[src/design/ec3d_sqrt.sv]
// Pipelined integer square root, one result bit per stage.
`timescale 1ns / 1ps

module ec3d_sqrt #(
    parameter int W = 64
) (
    input  logic             clk,
    input  logic             en,
    input  logic [W-1:0]     radicand,
    output logic [W/2-1:0]   root
);

    localparam int NSTG = W / 2;

    logic [W-1:0] rem_reg [NSTG-1];
    logic [W-1:0] res_reg [NSTG];

    for (genvar k = 0; k < NSTG; k++)
    begin : g_stage
        localparam logic [W-1:0] SQ_BIT = {{(W-1){1'b0}}, 1'b1} << (W - 2 - 2 * k);
        logic [W-1:0] rem_in;
        logic [W-1:0] res_in;
        logic [W-1:0] trial;
        logic [W-1:0] rem_next;
        logic [W-1:0] res_next;

        if (k == 0)
        begin : g_first
            assign rem_in = radicand;
            assign res_in = '0;
        end
        else
        begin : g_rest
            assign rem_in = rem_reg[k-1];
            assign res_in = res_reg[k-1];
        end

        assign trial = res_in + SQ_BIT;

        always_comb
        begin
            if (rem_in >= trial)
            begin
                rem_next = rem_in - trial;
                res_next = (res_in >> 1) + SQ_BIT;
            end
            else
            begin
                rem_next = rem_in;
                res_next = res_in >> 1;
            end
        end

        always_ff @(posedge clk)
        begin
            if (en)
            begin
                res_reg[k] <= res_next;
            end
        end

        if (k < NSTG - 1)
        begin : g_rem
            always_ff @(posedge clk)
            begin
                if (en)
                begin
                    rem_reg[k] <= rem_next;
                end
            end
        end
    end

    assign root = res_reg[NSTG-1][W/2-1:0];

endmodule

[config.mk]
export PLATFORM = sky130hd
export DESIGN_NAME = ec3d_sqrt
export DESIGN_NICKNAME = d
export VERILOG_FILES = /design/src/design/ec3d_sqrt.sv
export SDC_FILE = /design/constraint.sdc
export NUM_CORES = 2
export LEC_CHECK = 0
export CAP_MARGIN = 0
export CORE_MARGIN = 5
export CORE_UTILIZATION = 61
export CTS_BUF_LIST = sky130_fd_sc_hd__clkbuf_16
export CTS_CLUSTER_DIAMETER = 100
export DETAILED_ROUTE_END_ITERATION = 12
export DONT_BUFFER_PORTS = 1
export PLACE_DENSITY = 0.78
export SLEW_MARGIN = 30
export SYNTH_ARGS = -nofsm -noshare
export SYNTH_HDL_FRONTEND = slang
export SYNTH_SLANG_ARGS = --single-unit
[constraint.sdc]
create_clock -name clk -period 5.25 [get_ports clk]
set_clock_uncertainty 0.1 [all_clocks]
set_input_delay 1.05 -clock clk [delete_from_list [all_inputs] [get_ports clk]]
set_output_delay 1.05 -clock clk [all_outputs]
set_load 0.02 [all_outputs]
Word level (Yosys, flattened, before mapping)
Memory sizes are Yosys's and may differ from the RTL's.
Index checks and enable logic that the tools add are counted.
- flip-flop bits (word level): 0
- RAM bits: 4032
- bits of input ports: 66
- output and inout bits: 32
- word-level logic and storage cells: 192
- memories kept: 2
- add/subtract/negate cells: 93
- magnitude comparators: 32
- multiplexer cells: 65
- memory list (memory ; words ; bits a word ; rd ports ; clocked after memory_dff ; wr ports ; line ; RTL):
    res_reg ; 32 ; 64 ; 32 ; 0 ; 32 ; 16 ; logic [W-1:0] res_reg [NSTG];
    rem_reg ; 31 ; 64 ; 31 ; 0 ; 31 ; 15 ; logic [W-1:0] rem_reg [NSTG-1];
- operators with widths (cell ; number):
    $mux W64 ; 62
    $ge A64 B64 Y1 ; 31
    $sub A64 B64 Y64 ; 30
    $add A63 B1 Y64 const B ; 1
    $add A63 B11 Y64 const B ; 1
    $add A63 B13 Y64 const B ; 1
    $add A63 B15 Y64 const B ; 1
    $add A63 B17 Y64 const B ; 1
    $add A63 B19 Y64 const B ; 1
    $add A63 B21 Y64 const B ; 1
    $add A63 B23 Y64 const B ; 1
    $add A63 B25 Y64 const B ; 1
    $add A63 B27 Y64 const B ; 1
    $add A63 B29 Y64 const B ; 1
    $add A63 B3 Y64 const B ; 1
    $add A63 B31 Y64 const B ; 1
    $add A63 B33 Y64 const B ; 1
    $add A63 B35 Y64 const B ; 1
    $add A63 B37 Y64 const B ; 1
    $add A63 B39 Y64 const B ; 1
    $add A63 B41 Y64 const B ; 1
    $add A63 B43 Y64 const B ; 1
    $add A63 B45 Y64 const B ; 1
    $add A63 B47 Y64 const B ; 1
    45 further kinds ; 46

Longest topological paths before layout
An unclocked memory read counts as a cell.
- word-level depth: 4
- mapped depth: 16
- gate-level depth less buffers: 14

Worst setup path after synthesis
No wires, ideal clock.
- path kind: register -> register
- start: memory rem_reg[12][46], in the netlist rem_reg[0][814]
- end: memory rem_reg[13][58], in the netlist rem_reg[0][890], data pin
- library setup time: 0.260 ns
- arrival: 3.430 ns
- data required time: 4.890 ns
- path slack: 1.460 ns
- cell stages (with the launch flop): 14
- buffers on the path: 2
- clock period less this slack: 3.790 ns
- cell sequence: edfxtp_1 ha_1 nand4_2 or4_4 nor4_4 a211oi_1 and3_1 buf_6 a211o_1 or3_1 buf_6 or4_1 nor2_1 xor2_1
- RTL lines (what ; line):
    from (decl) ; 15

==> run_results.csv <==
group,metric,value,unit
status,outcome,"complete, no violations",
global_routing,grt_peak_use_layer,"met2",
timing,final-max-slew-violation-count,0,
critical_path,cp-endpoint,"rem_reg[1][951]",
detailed_routing,viasPerCell,6.15,
critical_path,crit_family,"simple AND/OR/NAND/NOR gates",
clock_network,worst_skew_pair.late_latency,0.94,ns
flow_run,cap_violations,0,
critical_path,sequence_of_cells_on_the_critical_path,"ha_1 > nand3_1 > nor3_1 > a21boi_0 > a311o_1 > a21oi_1 > nand2b_1 > and2_1 > inv_2 > nor3b_2 > nand3_1 > nor4_1 > xor2_1",
pwr,power.density,444,nW/µm²
global_routing,grt-ovfl-total,0,
synthesis,synth-seq-cells,2512,
clock_network,tritoncts,"yes",
layout,final_instance_area,133000,µm²
floorplan,placement_rows,163,
detailed_routing,via_count,77199,
clock_network,clock_path_buffers,4,
layout,post_route_cells_drive_above_1_share,6.51,%
synthesis,yosys.cell_count.top_type,"sky130_fd_sc_hd__edfxtp_1",
synthesis,synthesis.instances,9551,
layout,final_net_count,10345,
detailed_routing,dr.pass1.iters,8,
clock_network,postCtsResizedCells,0,
critical_path,worst_path_most_repeated_cell,"sky130_fd_sc_hd__nand3_1",
placed_design,placedInstanceArea,124000,µm²
global_routing,antenna_violations_before_repair,16,
synthesis,synth_top_area_share,62.8,%
placed_design,port_buffers,0,
global_routing,number_of_global_route_vias_before_repair,75400,
synthesis,synth_cell_type_count,89,
synthesis,part_of_the_yosys_area_used_for_sequential_elements,62.8,%
synthesis,mappedNetlistNets,10175,
critical_path,timing.critical_path.from_type,"flip-flop",
global_routing,globalRouteMet1Util,36.3,%
clock_network,cts-hold-fix-buffers,0,
global_routing,grt_pass1_wl,433000,µm
detailed_routing,postRouteAntennaNets,0,
detailed_routing,detail_route.wl_per_cell,22.3,µm
global_routing,maximum_number_of_pins_on_one_net_before_global_route_repair,186,
synthesis,dominant_cells_by_area_after_synthesis,"sky130_fd_sc_hd__edfxtp_1 (63%), sky130_fd_sc_hd__ha_1 (5.8%), sky130_fd_sc_hd__xnor2_1 (3.5%)",
detailed_routing,drt_wl_total,280000,µm
timing,final.setup.tns,0,ns
timing,finalCritPeriodShare,89.6,%
timing,relSlewSlack,30.1,%
layout,area_growth,10.3,%
synthesis,number_of_synthesis_warnings,0,
critical_path,timing.rr.start,"rem_reg[1][843]",
critical_path,critical_path_peak_fanout,16,
timing,tightest_slew,1.02,ns
critical_path,cp.required,5.77,ns
floorplan,fp.coreArea,197000,µm²
timing,setup_viol_count_final,0,
critical_path,worstSetupEndpointType,"flip-flop",
clock_network,clkSlewWorstSetupHoldPaths,0.07,ns
hold_path,min-delay-path-class,"primary input to flip-flop",
pwr,leakagePower,50.2,nW
critical_path,cp-startpoint,"rem_reg[1][843]",
synthesis,synthArstFlopShare,0,%
detailed_routing,drt-initial-drc-count,7652,
placed_design,dp_hpwl,201000,µm
placed_design,gpl.final_weighted_congestion,0.924,
clock_network,cts-root-buf,"sky130_fd_sc_hd__clkbuf_16",
synthesis,synthesis.area,120000,µm²
global_routing,met3_usage,4.18,%
synthesis,synth_edf_count,2512,
floorplan,start_util,61.1,%
critical_path,critPathKind,"flip-flop to flip-flop",
clock_network,cts_buffers,280,
pwr,power.ir.vdd_worst,427,µV
synthesis,synth_top_flop_cell,"sky130_fd_sc_hd__edfxtp_1",
timing,grt_setup_unrepaired,"no",
layout,fillerInstances,13611,
global_routing,gr_util_met2,45.6,%
layout,flip_flop_count_of_the_largest_register_all_copies_and_words_added,1984,
critical_path,critical_path.slowest_cell,"sky130_fd_sc_hd__nor3_1",
critical_path,worstPathBufferInverterCount,1,
detailed_routing,drc,0,
clock_network,post_cts.repair.setup_buffers,0,
critical_path,endpoint_arrival_time_on_the_critical_path,5.22,ns
critical_path,reg2reg_depth,13,
timing,max_freq,213,MHz
global_routing,grtUsageTotal,26.8,%
critical_path,timing.rr.end,"rem_reg[1][951]",
hold_path,hold_start,"radicand[2]",
synthesis,synth.cells.most_frequent,"sky130_fd_sc_hd__edfxtp_1 (2512), sky130_fd_sc_hd__nor2_1 (688), sky130_fd_sc_hd__inv_1 (684)",
floorplan,die_ht,454,µm
timing,period_minus_slack,4.70,ns
synthesis,syn_area_per_cell,12.6,µm²
clock_network,cts-htree-levels,5,
critical_path,ff2ff_setup_slack,0.55,ns
floorplan,ioPinCount,98,
timing,finalHoldViolCount,0,
floorplan,die_area,206000,µm²
clock_network,numClockSinks,2512,
critical_path,worstSetupPathDepth,13,
floorplan,fp.dieW,454,µm
synthesis,synthDominantAreaCellType,"sky130_fd_sc_hd__edfxtp_1",
pwr,report.power.total,58.8,mW
critical_path,timing.critical_path.slowest_cell_delay,0.54,ns
[where the power goes]
group	internal (mW)	switching (mW)
logic	5.05	7.20
registers	25.5	2.07
clock network	11.2	7.72
[layer usage]
layer / part of all wire [%] / up-vias
met5: 0.014 / -
met4: 2.6 / 6
met3: 6.8 / 516
met2: 49 / 2887
met1: 41 / 37729
li1: - / 36061
[layout by cell type (no fill, tap or decap), drive strengths merged, types with 40 or more instances in the layout]
master     n
a21o     234
a21oi    628
a31oi     42
and3      41
buf       91
clkbuf   285
clkinv    85
edfxtp  2512
ha       558
inv      750
mux2      88
nand2    574
nand2b   116
nand3    148
nand4    173
nor2     688
nor2b     86
nor3     252
nor4     332
nor4b     49
o21a      91
o21ai    422
o21bai    41
o31ai     41
or2       40
or3      102
or4       60
xnor2    475
xor2     407
[layout make-up]
class                           instances  area (µm²)  area share [%]
Inverter                              687        2580            1.95
Clock buffer                          284        7110            5.36
Antenna cell                            5        12.5         0.00944
Clock inverter                        188        1660            1.25
Sequential cell                      2512       75400            56.9
Timing Repair Buffer                   92         946           0.714
Tap cell                             2640        3300            2.49
Multi-Input combinational cell       6148       41500            31.3
[worst min path at each step]
| stage | cells past startpoint | slack, ns | to |
|---|---|---|---|
| after detailed placement | 0 | 0.33 | rem_reg[1][83] |
| after global placement | 0 | 0.32 | rem_reg[1][455] |
| final | 0 | 0.09 | rem_reg[0][2] |
| after global routing | 0 | 0.05 | rem_reg[0][2] |
| after CTS | 0 | 0.03 | rem_reg[0][2] |
| after floorplan | 0 | 0.32 | rem_reg[0][477] |
[per-stage QoR]
stage	setup slack (ns)	std cells	util, %	hold slack [ns]
floorplan	1.46	9551	-	0.317
global placement	0.879	12077	62.9	0.318
detailed placement	0.793	12077	62.9	0.328
CTS	0.706	12549	67.4	0.0285
global route	0.153	12553	67.4	0.0489
finish	0.548	12556	67.4	0.0904
[cell families after synthesis]
family,synth area share [%]
flops,62.8
buf+inv,2.80
simple gates,12.1
compound gates,9.22
fa+ha+maj,5.81
mux,0.883
xor+xnor,6.43
(Power assumes the default switching activity.)
